--- src/sv/xenc_pkg.sv ---
// ============================================================================
// xenc_pkg: shared types and constants for the x86-64 instruction encoder
// Holds the command codes, the opcode bytes and the decoded-item record that
// the decoder passes to the byte emitter.
// ============================================================================
`default_nettype none

package xenc_pkg;

  // Largest instruction in the supported subset (mov r64, imm64)
  localparam int MaxBytes = 10;

  // Command codes
  localparam logic [3:0] CMD_RESTART = 4'd0;
  localparam logic [3:0] CMD_MOV_RR  = 4'd1;
  localparam logic [3:0] CMD_MOV_RI  = 4'd2;
  localparam logic [3:0] CMD_LEA_RIP = 4'd3;
  localparam logic [3:0] CMD_PUSH    = 4'd4;
  localparam logic [3:0] CMD_POP     = 4'd5;
  localparam logic [3:0] CMD_XOR_RR  = 4'd6;
  localparam logic [3:0] CMD_XOR_R0  = 4'd7;
  localparam logic [3:0] CMD_ADD     = 4'd8;
  localparam logic [3:0] CMD_SUB     = 4'd9;
  localparam logic [3:0] CMD_SYSCALL = 4'd10;
  localparam logic [3:0] CMD_RET     = 4'd11;
  localparam logic [3:0] CMD_NOP     = 4'd12;
  localparam logic [3:0] CMD_JMP     = 4'd13;
  localparam logic [3:0] CMD_BYTE    = 4'd14;

  // Opcode and prefix bytes
  localparam logic [7:0] REX_BASE    = 8'h40;
  localparam logic [7:0] REX_W_BIT   = 8'h08;
  localparam logic [7:0] OP_MOV_IMM  = 8'hB8;
  localparam logic [7:0] OP_MOV_RR   = 8'h89;
  localparam logic [7:0] OP_XOR_RR   = 8'h31;
  localparam logic [7:0] OP_GRP1     = 8'h81;
  localparam logic [7:0] OP_LEA      = 8'h8D;
  localparam logic [7:0] OP_JMP      = 8'hE9;
  localparam logic [7:0] OP_PUSH     = 8'h50;
  localparam logic [7:0] OP_POP      = 8'h58;
  localparam logic [7:0] REX_B_ONLY  = 8'h41;
  localparam logic [7:0] OP_RET      = 8'hC3;
  localparam logic [7:0] OP_NOP      = 8'h90;
  localparam logic [7:0] OP_ESC      = 8'h0F;
  localparam logic [7:0] OP_SYSCALL  = 8'h05;
  localparam logic [7:0] MODRM_REG   = 8'hC0;
  localparam logic [7:0] MODRM_RIP   = 8'h05;

  // Group-1 opcode extensions
  localparam logic [2:0] EXT_ADD = 3'd0;
  localparam logic [2:0] EXT_SUB = 3'd5;
  localparam logic [2:0] EXT_XOR = 3'd6;

  // One decoded instruction, ready for the byte emitter
  typedef struct packed {
    logic [MaxBytes-1:0][7:0] bytes;       // bytes[0] leaves first
    logic [3:0]               nres;        // results to deliver, 1..10
    logic                     tail_void;   // final result carries no byte
    logic                     tail_status; // status of a void final result
  } item_t;

endpackage

`default_nettype wire

--- src/sv/xenc_decode.sv ---
// ============================================================================
// xenc_decode: instruction to byte-string decoder
// Builds the machine bytes of one instruction, works out rel32 displacements
// and clips the byte count against the remaining text capacity.
// ============================================================================
`default_nettype none

module xenc_decode #(
  parameter int TEXT_CAPACITY = 65536,
  parameter int OffW          = $clog2(TEXT_CAPACITY + 1)
) (
  input  wire logic [3:0]      command_i,
  input  wire logic [3:0]      dst_reg_i,
  input  wire logic [3:0]      src_reg_i,
  input  wire logic [63:0]     operand_value_i,
  input  wire logic [63:0]     load_base_i,
  input  wire logic [OffW-1:0] start_i,
  output xenc_pkg::item_t      item_o,
  output logic [OffW-1:0]      next_offset_o
);

  localparam logic [OffW:0] Cap = (OffW+1)'(TEXT_CAPACITY);

  logic [xenc_pkg::MaxBytes-1:0][7:0] bytes;
  logic [3:0]  n;
  logic [2:0]  d3;
  logic [2:0]  s3;
  logic [2:0]  ext;
  logic [31:0] pc_lo;
  logic [31:0] rel_lea;
  logic [31:0] rel_jmp;
  logic [31:0] imm32;
  logic [7:0]  rex_rm;
  logic [7:0]  rex_rr;
  logic [7:0]  rex_reg;
  logic [7:0]  stack_op;
  logic [OffW:0] end_off;
  logic [OffW:0] room;
  logic        ovf;

  assign d3 = dst_reg_i[2:0];
  assign s3 = src_reg_i[2:0];

  // REX.W with REX.R from the ModRM reg register, REX.B from the rm register
  assign rex_rm  = xenc_pkg::REX_BASE | xenc_pkg::REX_W_BIT | {7'd0, dst_reg_i[3]};
  assign rex_rr  = rex_rm | {5'd0, src_reg_i[3], 2'd0};
  assign rex_reg = xenc_pkg::REX_BASE | xenc_pkg::REX_W_BIT | {5'd0, dst_reg_i[3], 2'd0};

  // Displacements only need the low 32 bits of the address arithmetic
  assign pc_lo   = load_base_i[31:0] + 32'(start_i);
  assign rel_lea = operand_value_i[31:0] - pc_lo - 32'd7;
  assign rel_jmp = operand_value_i[31:0] - pc_lo - 32'd5;

  assign stack_op = (command_i == xenc_pkg::CMD_PUSH) ? xenc_pkg::OP_PUSH
                                                       : xenc_pkg::OP_POP;

  // Group-1 extension and immediate
  always_comb begin
    case (command_i)
      xenc_pkg::CMD_ADD: begin
        ext   = xenc_pkg::EXT_ADD;
        imm32 = operand_value_i[31:0];
      end
      xenc_pkg::CMD_SUB: begin
        ext   = xenc_pkg::EXT_SUB;
        imm32 = operand_value_i[31:0];
      end
      default: begin
        ext   = xenc_pkg::EXT_XOR;
        imm32 = 32'd0;
      end
    endcase
  end

  // Byte string per command
  always_comb begin
    bytes = '0;
    n     = 4'd0;
    case (command_i)
      xenc_pkg::CMD_MOV_RR, xenc_pkg::CMD_XOR_RR: begin
        bytes[0] = rex_rr;
        bytes[1] = (command_i == xenc_pkg::CMD_MOV_RR) ? xenc_pkg::OP_MOV_RR
                                                        : xenc_pkg::OP_XOR_RR;
        bytes[2] = xenc_pkg::MODRM_REG | {2'd0, s3, d3};
        n        = 4'd3;
      end
      xenc_pkg::CMD_MOV_RI: begin
        bytes[0] = rex_rm;
        bytes[1] = xenc_pkg::OP_MOV_IMM | {5'd0, d3};
        for (int i = 0; i < 8; i++) begin
          bytes[2+i] = operand_value_i[8*i +: 8];
        end
        n        = 4'd10;
      end
      xenc_pkg::CMD_LEA_RIP: begin
        bytes[0] = rex_reg;
        bytes[1] = xenc_pkg::OP_LEA;
        bytes[2] = xenc_pkg::MODRM_RIP | {2'd0, d3, 3'd0};
        for (int i = 0; i < 4; i++) begin
          bytes[3+i] = rel_lea[8*i +: 8];
        end
        n        = 4'd7;
      end
      xenc_pkg::CMD_PUSH, xenc_pkg::CMD_POP: begin
        if (dst_reg_i[3]) begin
          bytes[0] = xenc_pkg::REX_B_ONLY;
          bytes[1] = stack_op | {5'd0, d3};
          n        = 4'd2;
        end else begin
          bytes[0] = stack_op | {5'd0, d3};
          n        = 4'd1;
        end
      end
      xenc_pkg::CMD_XOR_R0, xenc_pkg::CMD_ADD, xenc_pkg::CMD_SUB: begin
        bytes[0] = rex_rm;
        bytes[1] = xenc_pkg::OP_GRP1;
        bytes[2] = xenc_pkg::MODRM_REG | {2'd0, ext, d3};
        for (int i = 0; i < 4; i++) begin
          bytes[3+i] = imm32[8*i +: 8];
        end
        n        = 4'd7;
      end
      xenc_pkg::CMD_SYSCALL: begin
        bytes[0] = xenc_pkg::OP_ESC;
        bytes[1] = xenc_pkg::OP_SYSCALL;
        n        = 4'd2;
      end
      xenc_pkg::CMD_RET: begin
        bytes[0] = xenc_pkg::OP_RET;
        n        = 4'd1;
      end
      xenc_pkg::CMD_NOP: begin
        bytes[0] = xenc_pkg::OP_NOP;
        n        = 4'd1;
      end
      xenc_pkg::CMD_JMP: begin
        bytes[0] = xenc_pkg::OP_JMP;
        for (int i = 0; i < 4; i++) begin
          bytes[1+i] = rel_jmp[8*i +: 8];
        end
        n        = 4'd5;
      end
      xenc_pkg::CMD_BYTE: begin
        bytes[0] = operand_value_i[7:0];
        n        = 4'd1;
      end
      default: begin
        bytes = '0;
        n     = 4'd0;
      end
    endcase
  end

  // Capacity clip: bytes that fit go out, the first that does not becomes
  // an overflow marker
  assign end_off = {1'b0, start_i} + (OffW+1)'(n);
  assign room    = Cap - {1'b0, start_i};
  assign ovf     = (n != 4'd0) && (end_off > Cap);

  always_comb begin
    item_o.bytes       = bytes;
    item_o.tail_void   = ovf || (n == 4'd0);
    item_o.tail_status = ovf;
    if (ovf) begin
      item_o.nres = 4'(room) + 4'd1;
    end else if (n == 4'd0) begin
      item_o.nres = 4'd1;
    end else begin
      item_o.nres = n;
    end
  end

  // Running offset after this instruction
  always_comb begin
    if (command_i == xenc_pkg::CMD_RESTART) begin
      next_offset_o = '0;
    end else if (ovf) begin
      next_offset_o = OffW'(Cap);
    end else begin
      next_offset_o = OffW'(end_off);
    end
  end

endmodule

`default_nettype wire

--- src/sv/xenc_emit.sv ---
// ============================================================================
// xenc_emit: byte emitter with output register
// Holds one decoded instruction in a shift buffer, sends one result per cycle
// unless m_axis_tready stalls; loads the next item as the last result leaves.
// ============================================================================
`default_nettype none

module xenc_emit (
  input  wire logic            clk_i,
  input  wire logic            rst_ni,
  input  wire logic            item_valid_i,
  input  wire xenc_pkg::item_t item_i,
  output logic                 take_o,
  output logic                 m_axis_tvalid,
  input  wire logic            m_axis_tready,
  output logic [7:0]           m_axis_tdata,  // [7:0] out_byte
  output logic                 m_axis_tlast,
  output logic [1:0]           m_axis_tuser   // [0] byte_valid, [1] status
);

  logic [xenc_pkg::MaxBytes-1:0][7:0] bytes_q;
  logic       tail_void_q;
  logic       tail_status_q;
  logic [3:0] rem_q;
  logic       buf_vld_q;
  logic       out_vld_q;
  logic [7:0] out_byte_q;
  logic       out_bv_q;
  logic       out_last_q;
  logic       out_st_q;
  logic       adv;
  logic       issue;
  logic       load;
  logic       at_last;

  // Handshake between buffer and output register
  assign adv     = !out_vld_q || m_axis_tready;
  assign issue   = adv && buf_vld_q;
  assign at_last = (rem_q == 4'd1);
  assign take_o  = !buf_vld_q || (issue && at_last);
  assign load    = item_valid_i && take_o;

  // Buffer control
  always_ff @(posedge clk_i or negedge rst_ni) begin
    if (!rst_ni) begin
      buf_vld_q <= 1'b0;
      rem_q     <= 4'd0;
    end else if (load) begin
      buf_vld_q <= 1'b1;
      rem_q     <= item_i.nres;
    end else if (issue) begin
      buf_vld_q <= !at_last;
      rem_q     <= rem_q - 4'd1;
    end
  end

  // Buffer payload: shift toward byte 0 as results leave
  always_ff @(posedge clk_i) begin
    if (load) begin
      bytes_q       <= item_i.bytes;
      tail_void_q   <= item_i.tail_void;
      tail_status_q <= item_i.tail_status;
    end else if (issue) begin
      bytes_q <= {8'd0, bytes_q[xenc_pkg::MaxBytes-1:1]};
    end
  end

  // Output register control
  always_ff @(posedge clk_i or negedge rst_ni) begin
    if (!rst_ni) begin
      out_vld_q <= 1'b0;
    end else if (adv) begin
      out_vld_q <= buf_vld_q;
    end
  end

  // Output register payload
  always_ff @(posedge clk_i) begin
    if (issue) begin
      out_last_q <= at_last;
      if (at_last && tail_void_q) begin
        out_byte_q <= 8'd0;
        out_bv_q   <= 1'b0;
        out_st_q   <= tail_status_q;
      end else begin
        out_byte_q <= bytes_q[0];
        out_bv_q   <= 1'b1;
        out_st_q   <= 1'b0;
      end
    end
  end

  assign m_axis_tvalid = out_vld_q;
  assign m_axis_tdata  = out_byte_q;
  assign m_axis_tlast  = out_last_q;
  assign m_axis_tuser  = {out_st_q, out_bv_q};

endmodule

`default_nettype wire

--- src/sv/x86_64_instruction_byte_encoder_unit.sv ---
// ============================================================================
// x86_64_instruction_byte_encoder_unit: x86-64 instruction encoder (subset)
// Turns pre-parsed instructions into machine bytes, one byte per transfer,
// tracking the text offset against a fixed capacity.
// ============================================================================
// Each accepted instruction yields one output transfer per machine byte, one
// to ten transfers, at one transfer per cycle while m_axis_tready stays high;
// the next instruction enters while the last byte of the current one leaves.
// The first output byte passes through the input register, the byte buffer
// and the output register. Restart and unused codes give a single transfer
// with byte_valid low. Once the text offset reaches TEXT_CAPACITY, the byte
// that does not fit is replaced by a final transfer with byte_valid low and
// status high, until a restart or reset. load_base lies at APB byte address
// 0 and may only be written while no instruction is in flight.
`default_nettype none

module x86_64_instruction_byte_encoder_unit #(
  parameter int TEXT_CAPACITY = 65536
) (
  input  wire logic        clk_i,
  input  wire logic        rst_ni,
  // Instruction input
  input  wire logic        s_axis_tvalid,
  output logic             s_axis_tready,
  // [3:0] command, [7:4] dst_reg, [11:8] src_reg, [75:12] operand_value,
  // [79:76] zero
  input  wire logic [79:0] s_axis_tdata,
  // Byte output
  output logic             m_axis_tvalid,
  input  wire logic        m_axis_tready,
  output logic [7:0]       m_axis_tdata,   // [7:0] out_byte
  output logic             m_axis_tlast,
  output logic [1:0]       m_axis_tuser,   // [0] byte_valid, [1] status
  // Configuration
  input  wire logic        psel,
  input  wire logic        penable,
  input  wire logic        pwrite,
  input  wire logic [3:0]  paddr,
  input  wire logic [63:0] pwdata,
  output logic [63:0]      prdata,
  output logic             pready
);

  localparam int OffW = $clog2(TEXT_CAPACITY + 1);

  logic [63:0]     load_base_q;
  logic [OffW-1:0] offset_q;
  logic [OffW-1:0] offset_d;
  logic            in_vld_q;
  logic [3:0]      cmd_q;
  logic [3:0]      dst_q;
  logic [3:0]      src_q;
  logic [63:0]     val_q;
  logic            take;
  logic            load;
  logic            cfg_wr;
  logic            sel_base;
  xenc_pkg::item_t item;

  // Configuration register
  assign pready   = 1'b1;
  assign sel_base = (paddr[3] == 1'b0);
  assign cfg_wr   = psel && penable && pwrite && sel_base;
  assign prdata   = sel_base ? load_base_q : 64'd0;

  always_ff @(posedge clk_i or negedge rst_ni) begin
    if (!rst_ni) begin
      load_base_q <= 64'h0000_0000_0040_0000;
    end else if (cfg_wr) begin
      load_base_q <= pwdata;
    end
  end

  // Input register
  assign load          = in_vld_q && take;
  assign s_axis_tready = !in_vld_q || take;

  always_ff @(posedge clk_i or negedge rst_ni) begin
    if (!rst_ni) begin
      in_vld_q <= 1'b0;
    end else if (s_axis_tready) begin
      in_vld_q <= s_axis_tvalid;
    end
  end

  always_ff @(posedge clk_i) begin
    if (s_axis_tvalid && s_axis_tready) begin
      cmd_q <= s_axis_tdata[3:0];
      dst_q <= s_axis_tdata[7:4];
      src_q <= s_axis_tdata[11:8];
      val_q <= s_axis_tdata[75:12];
    end
  end

  // Decode against the offset left by all earlier instructions
  xenc_decode #(
    .TEXT_CAPACITY (TEXT_CAPACITY),
    .OffW          (OffW)
  ) u_decode (
    .command_i       (cmd_q),
    .dst_reg_i       (dst_q),
    .src_reg_i       (src_q),
    .operand_value_i (val_q),
    .load_base_i     (load_base_q),
    .start_i         (offset_q),
    .item_o          (item),
    .next_offset_o   (offset_d)
  );

  // Running text offset
  always_ff @(posedge clk_i or negedge rst_ni) begin
    if (!rst_ni) begin
      offset_q <= '0;
    end else if (load) begin
      offset_q <= offset_d;
    end
  end

  // Byte emitter
  xenc_emit u_emit (
    .clk_i         (clk_i),
    .rst_ni        (rst_ni),
    .item_valid_i  (in_vld_q),
    .item_i        (item),
    .take_o        (take),
    .m_axis_tvalid (m_axis_tvalid),
    .m_axis_tready (m_axis_tready),
    .m_axis_tdata  (m_axis_tdata),
    .m_axis_tlast  (m_axis_tlast),
    .m_axis_tuser  (m_axis_tuser)
  );

endmodule

`default_nettype wire
--- config.mk ---
export PLATFORM = sky130hd
export DESIGN_NAME = x86_64_instruction_byte_encoder_unit
export DESIGN_NICKNAME = d
export VERILOG_FILES = /design/src/sv/xenc_pkg.sv /design/src/sv/xenc_decode.sv /design/src/sv/xenc_emit.sv /design/src/sv/x86_64_instruction_byte_encoder_unit.sv
export SDC_FILE = /design/constraint.sdc
export NUM_CORES = 1
export LEC_CHECK = 0
export BUFFER_PORTS_ARGS = -buffer_cell sky130_fd_sc_hd__buf_2
export CAP_MARGIN = 20
export CORE_ASPECT_RATIO = 1.5
export CORE_MARGIN = 3
export CORE_UTILIZATION = 30
export CTS_CLUSTER_DIAMETER = 120
export CTS_CLUSTER_SIZE = 16
export DETAILED_ROUTE_END_ITERATION = 12
export SLEW_MARGIN = 20
export SYNTH_ARGS = -nofsm -noshare
export SYNTH_HDL_FRONTEND = slang
export SYNTH_HIERARCHICAL = 1
export SYNTH_SLANG_ARGS = --single-unit
--- constraint.sdc ---
create_clock -name clk_i -period 6.35 [get_ports clk_i]
set_clock_uncertainty 0.05 [all_clocks]
set_input_delay 0.3175 -clock clk_i [delete_from_list [all_inputs] [get_ports clk_i]]
set_output_delay 0.3175 -clock clk_i [all_outputs]
set_load 0.1 [all_outputs]
# [Word-level counts from Yosys, hierarchy flattened]
# Cells that the tools add are included.
[word_totals] regBits=257 inputBits=155 out_inout_bits=78 elab_cells=107
[op_classes] n_addsub=8 order_cmp=1 eq_ne=15 muxes=26 n_bitwise=3 n_reduce_logical=28
[ops] op="two-way mux 80 bit" n=2
[ops] op="one-hot mux 8 bit (9 select lines)" n=1
[ops] op="two-way mux 64 bit" n=1
[ops] op="one-hot mux 16 bit (4 select lines)" n=1
[ops] op="subtractor 32 x 3 -> 32 bit (second input constant)" n=2
[ops] op="one-hot mux 8 bit (7 select lines)" n=1
[ops] op="one-hot mux 16 bit (3 select lines)" n=1
[ops] op="one-hot mux 8 bit (5 select lines)" n=1
[ops] op="two-way mux 17 bit" n=2
[ops] op="adder 32 x 17 -> 32 bit" n=1
[ops] op="two-way mux 32 bit" n=1
[ops] op="subtractor 32 bit" n=1
[ops] op="equality test 4 bit (second input constant)" n=7
[ops] op="one-hot mux 4 bit (7 select lines)" n=1
[ops] op="two-way mux 24 bit" n=1
[ops] op="two-way mux 8 bit" n=3
[ops] op="two-way mux 4 bit" n=5
[ops] op="adder 17 x 4 -> 18 bit" n=1
[ops] op="greater-than comparator 18 x 17 -> 1 bit (second input constant)" n=1
[ops] op="equality test 4 x 3 -> 1 bit (second input constant)" n=4
[ops] op="logical AND 1 bit" n=9
[ops] op="equality test 4 x 1 -> 1 bit (second input constant)" n=2
[ops] op="equality test 4 x 2 -> 1 bit (second input constant)" n=2
[ops] op="logical NOT 4 bit" n=2
[ops] op="other kinds (16)" n=28

# [Depth between registers and ports, before layout]
# Gate-level depths: netlist (run 1).
[logic_depth] depth_word=8 ltp_mapped=19 depth_no_buf=17

# [By module]
# Netlist (run 1), hierarchy kept.
[modules_own_cells] mod="xenc_decode" n_inst=1 cells_each=965 area_each_um2=6269.8 seq_area_each_um2=0.0
[modules_own_cells] mod="x86_64_instruction_byte_encoder_unit" n_inst=1 cells_each=325 area_each_um2=6097.1 seq_area_each_um2=4335.4
[modules_own_cells] mod="xenc_emit" n_inst=1 cells_each=386 area_each_um2=4219.0 seq_area_each_um2=2942.8

# [Worst setup path after synthesis (run 1)]
# Ideal clock, no wire load.
[synth_timing] path_kind="register to register" start="reg u_emit.out_vld_q (netlist: u_emit/m_axis_tvalid)" end="reg cmd_q[0], enable pin" setup_time_ns=0.442 arrival_time_ns=3.903 required_time_ns=5.858 path_slack_ns=1.955 path_stages_with_launch=6 path_buffers=0 synth_period_minus_slack_ns=4.395 cell_sequence="dfrtp_1 > nand2b_4 > nand2_1 > nand2_1 > nand2b_1 > and2_1"
[synth_between] elab_chain_len=7
[synth_rtl] item="start: declaration" line="xenc_emit.sv:26" source="logic out_vld_q;"
[synth_rtl] item="start signal: assignment" line="xenc_emit.sv:73" source="out_vld_q <= buf_vld_q;"
[synth_rtl] item="logical NOT 1 bit" line="xenc_emit.sv:37" source="assign adv = !out_vld_q || m_axis_tready;"
[synth_rtl] item="logical OR 1 bit" line="xenc_emit.sv:37"
[synth_rtl] item="logical AND 1 bit" line="xenc_emit.sv:38" source="assign issue = adv && buf_vld_q;"
[synth_rtl] item="logical AND 1 bit" line="xenc_emit.sv:40" source="assign take_o = !buf_vld_q || (issue && at_last);"
[synth_rtl] item="logical OR 1 bit" line="xenc_emit.sv:40"
[synth_rtl] item="net take" line="x86_64_instruction_byte_encoder_unit.sv:54" source="logic take;"
[synth_rtl] item="logical OR 1 bit" line="x86_64_instruction_byte_encoder_unit.sv:76" source="assign s_axis_tready = !in_vld_q || take;"
[synth_rtl] item="net s_axis_tready" line="x86_64_instruction_byte_encoder_unit.sv:24" source="output logic s_axis_tready,"
[synth_rtl] item="logical AND 1 bit" line="x86_64_instruction_byte_encoder_unit.sv:87" source="if (s_axis_tvalid && s_axis_tready) begin"
[synth_rtl] item="end signal: assignment" line="x86_64_instruction_byte_encoder_unit.sv:88" source="cmd_q <= s_axis_tdata[3:0];"
[synth_rtl] item="end: declaration" line="x86_64_instruction_byte_encoder_unit.sv:50" source="logic [3:0] cmd_q;"
# The timed path passes the listed nets, and every way through them passes these cells.
# A chain may end at the register's enable or synchronous reset.

==> qor_table.md, run 1 <==
| Step | Metric | Value |
|---|---|---|
| drt | Aggregate routed wire length | 51100 um |
| hold path | Launch instance of the worst min-delay path | m_axis_tready |
| yosys | Leading cell types by total area after synthesis | sky130_fd_sc_hd__edfxtp_1 (31%), sky130_fd_sc_hd__dfrtp_1 (13%), sky130_fd_sc_hd__nand2_1 (6.6%) |
| grt | Pin count of the biggest net entering global routing | 79 |
| yosys | Share of the yosys chip area belonging to registers | 0.439 |
| final layout | Final design utilization | 0.374 |
| flow run | Number of violations of the max-capacitance limit | 0 |
| sta | Number of endpoints with negative hold slack in the final report | 0 |
| hold path | Hold WC Path Type | in -> reg |
| sta | Pins over their slew limit | 0 |
| worst setup path | Highest net fanout along the worst path | 14 |
| worst setup path | R2R Setup Slk | 1.07 ns |
| cts | Clock tree root buffer cell | sky130_fd_sc_hd__clkbuf_16 |
| worst setup path | Critical path class | reg -> reg |
| cts | Worst skew pair latency | 0.54 ns |
| pwr | Reported leakage power | 8.78 nW |
| worst setup path | Critical path arrival | 5.53 ns |
| worst setup path | Required time reported for the critical path endpoint | 6.60 ns |
| yosys | Async SR Flop Fraction | 0.342 |
| sta | Time the final worst path needs with I/O delays and setup | 5.28 ns |
| cts | Max clock buf depth | 3 |
| final layout | Most common library cell in the layout ignoring fill and taps | sky130_fd_sc_hd__nand2_1 |
| yosys | Avg Inst Size Synth | 9.90 um2 |
| placed design | Cell Area, Placed | 18200 um2 |
| worst setup path | Startpoint of the lowest-slack register-to-register path | offset_q[4] |
| floorplan | Number of rows created at floorplan | 104 |
| drt | Number of DRC markers in iteration 0 | 981 |
| final layout | Cell area after layout | 20300 um2 |
| final layout | Number of nets in the layout | 2220 |
| grt | Wire length of the first global-routing pass | 79500 um |
| floorplan | Vertical die dimension | 294 um |
| cts | Inserted Clock Buffers | 20 |
| pwr | Switching share of power | 0.452 |
| pwr | Worst voltage drop across the vdd grid | 0.215 mV |
| yosys | Number of synthesized flops with an enable pin | 169 |
| pwr | P per Cell Area | 360 nW/um2 |
| yosys | Area share of the leading cell type in the synthesized netlist | 0.306 |
| yosys | Number of storage elements in the synthesis netlist | 257 |
| floorplan | Core area | 54100 um2 |
| pwr | Sequential share of power | 0.302 |
| sta | Setup-failing EPs final | 0 |
| worst setup path | Critical register-to-register path endpoint | u_emit/bytes_q[32] |
| cts | Clock transition at the registers of the reported paths | 0.08 ns |
| yosys | Cell taking the most area after synthesis | sky130_fd_sc_hd__edfxtp_1 |
| final layout | Growth of design area from synthesis to finish | 22.1% |
| final layout | Commonest non-fill, non-tap cells in the layout | sky130_fd_sc_hd__nand2_1 (292), sky130_fd_sc_hd__buf_2 (224), sky130_fd_sc_hd__edfxtp_1 (169), sky130_fd_sc_hd__dlygate4sd3_1 (142), sky130_fd_sc_hd__inv_1 (103) |
| pwr | Switching pwr | 3.29 mW |
| drt | Post-DR wirelength/cell | 19.0 um |
| drt | DRC violations left | 0 |
| floorplan | Overall die width | 198 um |
| cts | Sink count of the clock tree | 257 |
| worst setup path | R2R cell count | 15 |
| final layout | Number of diodes | 0 |
| drt | Number of optimization iterations in the first detailed-route pass | 9 |
| grt | Total global routing overflow | 0 |
| cts | Post-cts hold buffer count | 142 |
| hold path | Worst hold endpoint | u_emit/m_axis_tvalid |
| final layout | Share of final-layout standard cells stronger than drive strength 1 | 0.192 |
| yosys | Mapped Cells | 1676 |
| grt | Number of global-route vias before repair | 14100 |
| hold path | Cells on Worst Hold Path | 3 |
| cts | Resize count post-CTS | 0 |
| sta | Final worst path period share | 0.831 |
| yosys | Synth Flop Type | sky130_fd_sc_hd__edfxtp_1 |
| cts | CTS tree | yes |
| worst setup path | Crit path launch type | register |
| floorplan | I/O pin total | 233 |
| yosys | Total nets after synthesis | 1905 |
| placed design | IO buf count | 224 |
| drt | Total number of vias | 13500 |
| worst setup path | Nature of the critical path endpoint | register |
| yosys | Synth cell types | 93 |
| drt | Via-to-Cell Ratio | 5.03 |
| floorplan | Starting density of the core | 0.306 |
| sta | Max Fclk | 189 MHz |
| sta | Setup tns final | 0 ns |
| cts | Post-CTS setup-driven buffer insertion count | 0 |
| sta | Slew at the pin closest to its max-slew limit | 0.976 ns |
| pwr | Part of the total power dissipated in the clock network | 0.174 |
| yosys | Netlist area before placement | 16600 um2 |
| sta | Worst-case headroom to the max-slew limit | 0.349 |
| grt | Total routing resource utilization after global routing | 0.173 |
| floorplan | Die Outline Area | 58200 um2 |
| pwr | Part of the total power dissipated in combinational logic | 0.524 |
| run status | Result of the run | finished clean |
| placed design | Post-DP HPWL | 36900 um |
| placed design | GP Congestion | 0.922 |
| sta | Unrepaired setup endpoints after global routing | false |
| drt | Residual antenna-violating net count after detailed routing | 0 |
| yosys | Synth warnings | 6 |
| grt | Number of antenna violations at the first check in global routing | 1 |
| pwr | Cell internal power dissipation | 3.99 mW |
| cts | H-tree depth | 1 |
[cells in the mapped netlist, types with 53 or more instances]
| library cell | n |
|---|---|
| sky130_fd_sc_hd__nor2b_1 | 83 |
| sky130_fd_sc_hd__nand2_1 | 292 |
| sky130_fd_sc_hd__a21oi_1 | 75 |
| sky130_fd_sc_hd__mux2_4 | 60 |
| sky130_fd_sc_hd__xnor2_1 | 56 |
| sky130_fd_sc_hd__dfrtp_1 | 87 |
| sky130_fd_sc_hd__edfxtp_1 | 169 |
| sky130_fd_sc_hd__clkbuf_1 | 53 |
| sky130_fd_sc_hd__inv_1 | 103 |
| sky130_fd_sc_hd__o21ai_0 | 60 |
| sky130_fd_sc_hd__nor2_1 | 91 |
| sky130_fd_sc_hd__ha_1 | 56 |
[power by group through the flow]
stage | Clock [mW] | Sequential, mW | Combinational (mW)
after floorplan | 0 | 2.21 | 2.87
after global placement | 0 | 2.23 | 3.67
after detailed placement | 0 | 2.23 | 3.70
after CTS | 1.33 | 2.20 | 3.78
after global routing | 1.38 | 2.23 | 4.16
final | 1.27 | 2.20 | 3.81
[cells by family (layout without fill, tap and decap cells)]
| kind of cell | count (synthesis) | count (layout) | share of synthesized area |
|---|---|---|---|
| adders and majority gates | 74 | 74 | 0.0640 |
| buffers and inverters | 197 | 526 | 0.0557 |
| other | 1 | 1 | 0.000226 |
| muxes | 88 | 88 | 0.0730 |
| DFF | 257 | 257 | 0.439 |
| and+or+nand+nor | 664 | 664 | 0.198 |
| xor gates and xnor gates | 95 | 95 | 0.0506 |
| AOI/OAI and AO/OA | 300 | 300 | 0.120 |
[critical path, stage by stage (launching register included)]
cell and delay (ns):
sky130_fd_sc_hd__dfrtp_1 0.59, sky130_fd_sc_hd__inv_1 0.16, sky130_fd_sc_hd__fa_1 0.45, sky130_fd_sc_hd__ha_1 0.41, sky130_fd_sc_hd__a21oi_1 0.35, sky130_fd_sc_hd__o21ai_0 0.17
sky130_fd_sc_hd__nor2_1 0.24, sky130_fd_sc_hd__xor2_1 0.47, sky130_fd_sc_hd__nand4b_4 0.21, sky130_fd_sc_hd__nor4_4 0.66, sky130_fd_sc_hd__o2111ai_4 0.39, sky130_fd_sc_hd__nor3_1 0.32
sky130_fd_sc_hd__xor2_1 0.33, sky130_fd_sc_hd__o21ai_1 0.10, sky130_fd_sc_hd__nand2_1 0.08, sky130_fd_sc_hd__nand2_1 0.06
[metrics by stage]
step | setup WS (ns) | hold WS (ns) | power (mW) | cells
floorplan | 1.96 | -0.0281 | 5.08 | 1676
global placement | 1.24 | 0.192 | 5.89 | 2513
detailed placement | 1.19 | 0.193 | 5.93 | 2513
CTS | 1.15 | 0.0927 | 7.31 | 2691
global route | 0.675 | 0.0990 | 7.77 | 2694
finish | 1.07 | 0.111 | 7.28 | 2694
[routing by layer]
layer / vias to the layer above / routed length [um] / GRT usage
li1: 6512 / - / -
met1: 6502 / 20400 / 0.208
met2: 428 / 25600 / 0.307
met3: 105 / 2500 / 0.0197
met4: 0 / 2590 / 0.0834
met5: - / 0 / 0
[state kept, by name, indices dropped and copies added, names as in the netlist, 4 cells and up]
| register | flops |
|---|---|
| load_base_q | 64 |
| offset_q | 17 |
| u_emit/bytes_q | 80 |
| u_emit/rem_q | 4 |
| u_emit/m_axis_tdata | 8 |
| dst_q | 4 |
| src_q | 4 |
| cmd_q | 4 |
| val_q | 64 |
[cell type report]
| type | count | area (um2) |
|---|---|---|
| clock buffers | 35 | 599 |
| clock inverters | 1 | 16.3 |
| fillers | 5416 | 33900 |
| inverters | 105 | 394 |
| multi-input cells | 1222 | 8390 |
| flip-flops and latches | 257 | 7280 |
| well taps | 689 | 862 |
| repair buffers | 385 | 2710 |
[worst max path at each step]
stage / start / endpoint / slack (ns) / depth (start not counted)
final: offset_q[4] / u_emit/bytes_q[32] / 1.07 / 15
after global routing: offset_q[4] / u_emit/bytes_q[32] / 0.68 / 15
after CTS: offset_q[4] / u_emit/bytes_q[50] / 1.15 / 15
after detailed placement: offset_q[4] / u_emit/bytes_q[50] / 1.19 / 15
after global placement: cmd_q[3] / offset_q[7] / 1.24 / 12
after floorplan: u_emit/m_axis_tvalid / cmd_q[0] / 1.96 / 5
Note: power is estimated with default switching activity, not from simulation.
==> inputs of run 2 (changes only) <==
==> constraint.sdc (replaced) <==
create_clock -name clk_i -period 4.9 [get_ports clk_i]
set_clock_uncertainty 0.05 [all_clocks]
set_input_delay 0.245 -clock clk_i [delete_from_list [all_inputs] [get_ports clk_i]]
set_output_delay 0.245 -clock clk_i [all_outputs]
set_load 0.1 [all_outputs]
==> qor_table.md, run 2 (same netlist as run 1, synthesis figures left out) <==
| Step | Metric | Value |
|---|---|---|
| worst setup path | Nature of the critical path endpoint | register |
| worst setup path | Required time reported for the critical path endpoint | 5.14 ns |
| floorplan | Die Outline Area | 58200 um2 |
| worst setup path | Critical path arrival | 4.88 ns |
| placed design | GP Congestion | 0.919 |
| worst setup path | Slowest CP cell | sky130_fd_sc_hd__fa_1 |
| drt | Number of optimization iterations in the first detailed-route pass | 6 |
| drt | Post-DR wirelength/cell | 18.7 um |
| sta | Setup tns final | 0 ns |
| hold path | Hold WC Path Type | in -> reg |
| sta | Worst hold-check slack | 0.0400 ns |
| final layout | Most common library cell in the layout ignoring fill and taps | sky130_fd_sc_hd__nand2_1 |
| final layout | Growth of design area from synthesis to finish | 24.6% |
| pwr | Worst voltage drop across the vdd grid | 0.349 mV |
| placed design | Post-DP HPWL | 38100 um |
| final layout | Register name with the most flops | u_emit/bytes_q |
| sta | Final worst path period share | 0.946 |
| drt | Aggregate routed wire length | 51600 um |
| pwr | P per Cell Area | 468 nW/um2 |
| cts | CTS tree | yes |
| final layout | Flip-flop count of the largest register after layout | 80 |
| drt | DRC violations left | 0 |
| sta | Slew at the pin closest to its max-slew limit | 1.10 ns |
| drt | Via-to-Cell Ratio | 4.99 |
| cts | Worst skew pair latency | 0.53 ns |
| final layout | Share of final-layout standard cells stronger than drive strength 1 | 0.215 |
| worst setup path | Sequence of cells on the critical path | fa_1, ha_1, buf_4, a21o_1, nor4_1, o221ai_1, a221oi_4, nand4b_4, nor4_4, buf_4, nand4_2, nor4_1, xnor2_1, o21ai_1, nand2_1, nand2_1 |
| grt | Number of global-route vias before repair | 14400 |
| floorplan | Overall die width | 198 um |
| grt | Number of antenna violations at the first check in global routing | 0 |
| worst setup path | Highest net fanout along the worst path | 8 |
| worst setup path | Critical path class | reg -> reg |
| cts | Max clock buf depth | 3 |
| drt | Total number of vias | 13700 |
| final layout | Number of nets in the layout | 2278 |
| cts | Inserted Clock Buffers | 20 |
| sta | Max Fclk | 216 MHz |
| worst setup path | CP peak stage delay | 0.52 ns |
| final layout | Number of diodes | 0 |
| sta | Worst-case headroom to the max-slew limit | 0.262 |
| run status | Result of the run | finished clean |
| floorplan | Number of rows created at floorplan | 104 |
| drt | Residual antenna-violating net count after detailed routing | 0 |
| worst setup path | Buf/Inv on CP | 2 |
| placed design | IO buf count | 224 |
| grt | Wire length of the first global-routing pass | 80300 um |
| grt | Total global routing overflow | 0 |
| worst setup path | Family with the most delay on the worst path | simple AND/OR/NAND/NOR gates |
| placed design | Number of placed instances with taps included | 2571 |
| floorplan | Vertical die dimension | 294 um |
| sta | Number of endpoints with negative hold slack in the final report | 0 |
| floorplan | Starting density of the core | 0.306 |
| worst setup path | Crit path launch type | register |
| final layout | Largest registers in the final layout | u_emit/bytes_q: 80 flops, load_base_q: 64 flops, val_q: 64 flops |
| drt | Number of DRC markers in iteration 0 | 928 |
| grt | Total routing resource utilization after global routing | 0.175 |
| cts | Clock transition at the registers of the reported paths | 0.08 ns |
| final layout | Commonest non-fill, non-tap cells in the layout | sky130_fd_sc_hd__nand2_1 (292), sky130_fd_sc_hd__buf_2 (223), sky130_fd_sc_hd__edfxtp_1 (169), sky130_fd_sc_hd__dlygate4sd3_1 (142), sky130_fd_sc_hd__inv_1 (103) |
| sta | Pins over their slew limit | 0 |
| sta | Setup-failing EPs final | 0 |
| floorplan | Core area | 54100 um2 |
| grt | Pin count of the biggest net entering global routing | 78 |
| cts | Clock tree root buffer cell | sky130_fd_sc_hd__clkbuf_16 |
| pwr | Reported leakage power | 9.05 nW |
| sta | Time the final worst path needs with I/O delays and setup | 4.63 ns |
| flow run | Number of violations of the max-capacitance limit | 0 |
| cts | Sink count of the clock tree | 257 |
| floorplan | I/O pin total | 233 |
| final layout | Final design utilization | 0.382 |
| cts | H-tree depth | 1 |
| final layout | Non-filler instance count after layout | 2752 |
## run 2: cell count changes in the layout (fill, tap and decap cells not counted), sizes merged
cell	delta
clkinv	-1
inv	+1
clkbuf	-1
buf	+58
clkinvlp	+1
## run 2: what timing repair did
action,in CTS,in global routing
gates resized for setup,0,3
endpoints found under the hold margin,185,0
buffers inserted,0,3
setup endpoints to repair,0,20
hold buffers,142,0
## run 2: area by class of cell
cell class | instances | area, um2
clock inverters | 2 | 18.8
repair buffers | 443 | 3140
clock buffers | 34 | 574
flip-flops and latches | 257 | 7280
multi-input cells | 1222 | 8400
fillers | 5420 | 33500
inverters | 105 | 394
well taps | 689 | 862
## run 2: tightest hold or removal path, delay by kind of cell
family                 cells  cell delay [ns]
AND/OR/NAND/NOR            2             0.25
buffers and inverters      1             0.08
## run 2: per-stage QoR
step	area, um2	setup WS [ns]	power, mW
floorplan	16600	0.505	6.58
global placement	18600	0.351	7.92
detailed placement	18600	0.329	7.97
CTS	20600	0.293	9.71
global route	20700	-0.0000435	10.3
finish	20700	0.267	9.66
## run 2: routing by layer
metal / global-route usage / wire [um]
met2: 0.317 / 26100
met5: 0 / 0
met4: 0.0784 / 2450
met1: 0.207 / 20400
met3: 0.0195 / 2670
## run 2: final timing paths
| path | startpoint | end | slack (ns) | cells past startpoint |
|---|---|---|---|---|
| setup / recovery | val_q[2] | u_emit/bytes_q[37] | 0.27 | 16 |
| hold / removal | m_axis_tready | u_emit/m_axis_tvalid | 0.04 | 3 |
| setup reg to reg | val_q[2] | u_emit/bytes_q[37] | 0.27 | 16 |
| hold reg to reg | load_base_q[56] | load_base_q[56] | 0.46 | 1 |
| max in group asynchronous | rst_ni | offset_q[12] | 3.40 | 3 |
| min in group asynchronous | rst_ni | offset_q[8] | 0.32 | 2 |
## run 2: power by group
| part | switching (mW) | internal (mW) |
|---|---|---|
| logic | 3.31 | 1.91 |
| registers | 0.196 | 2.64 |
| clock network | 0.796 | 0.806 |
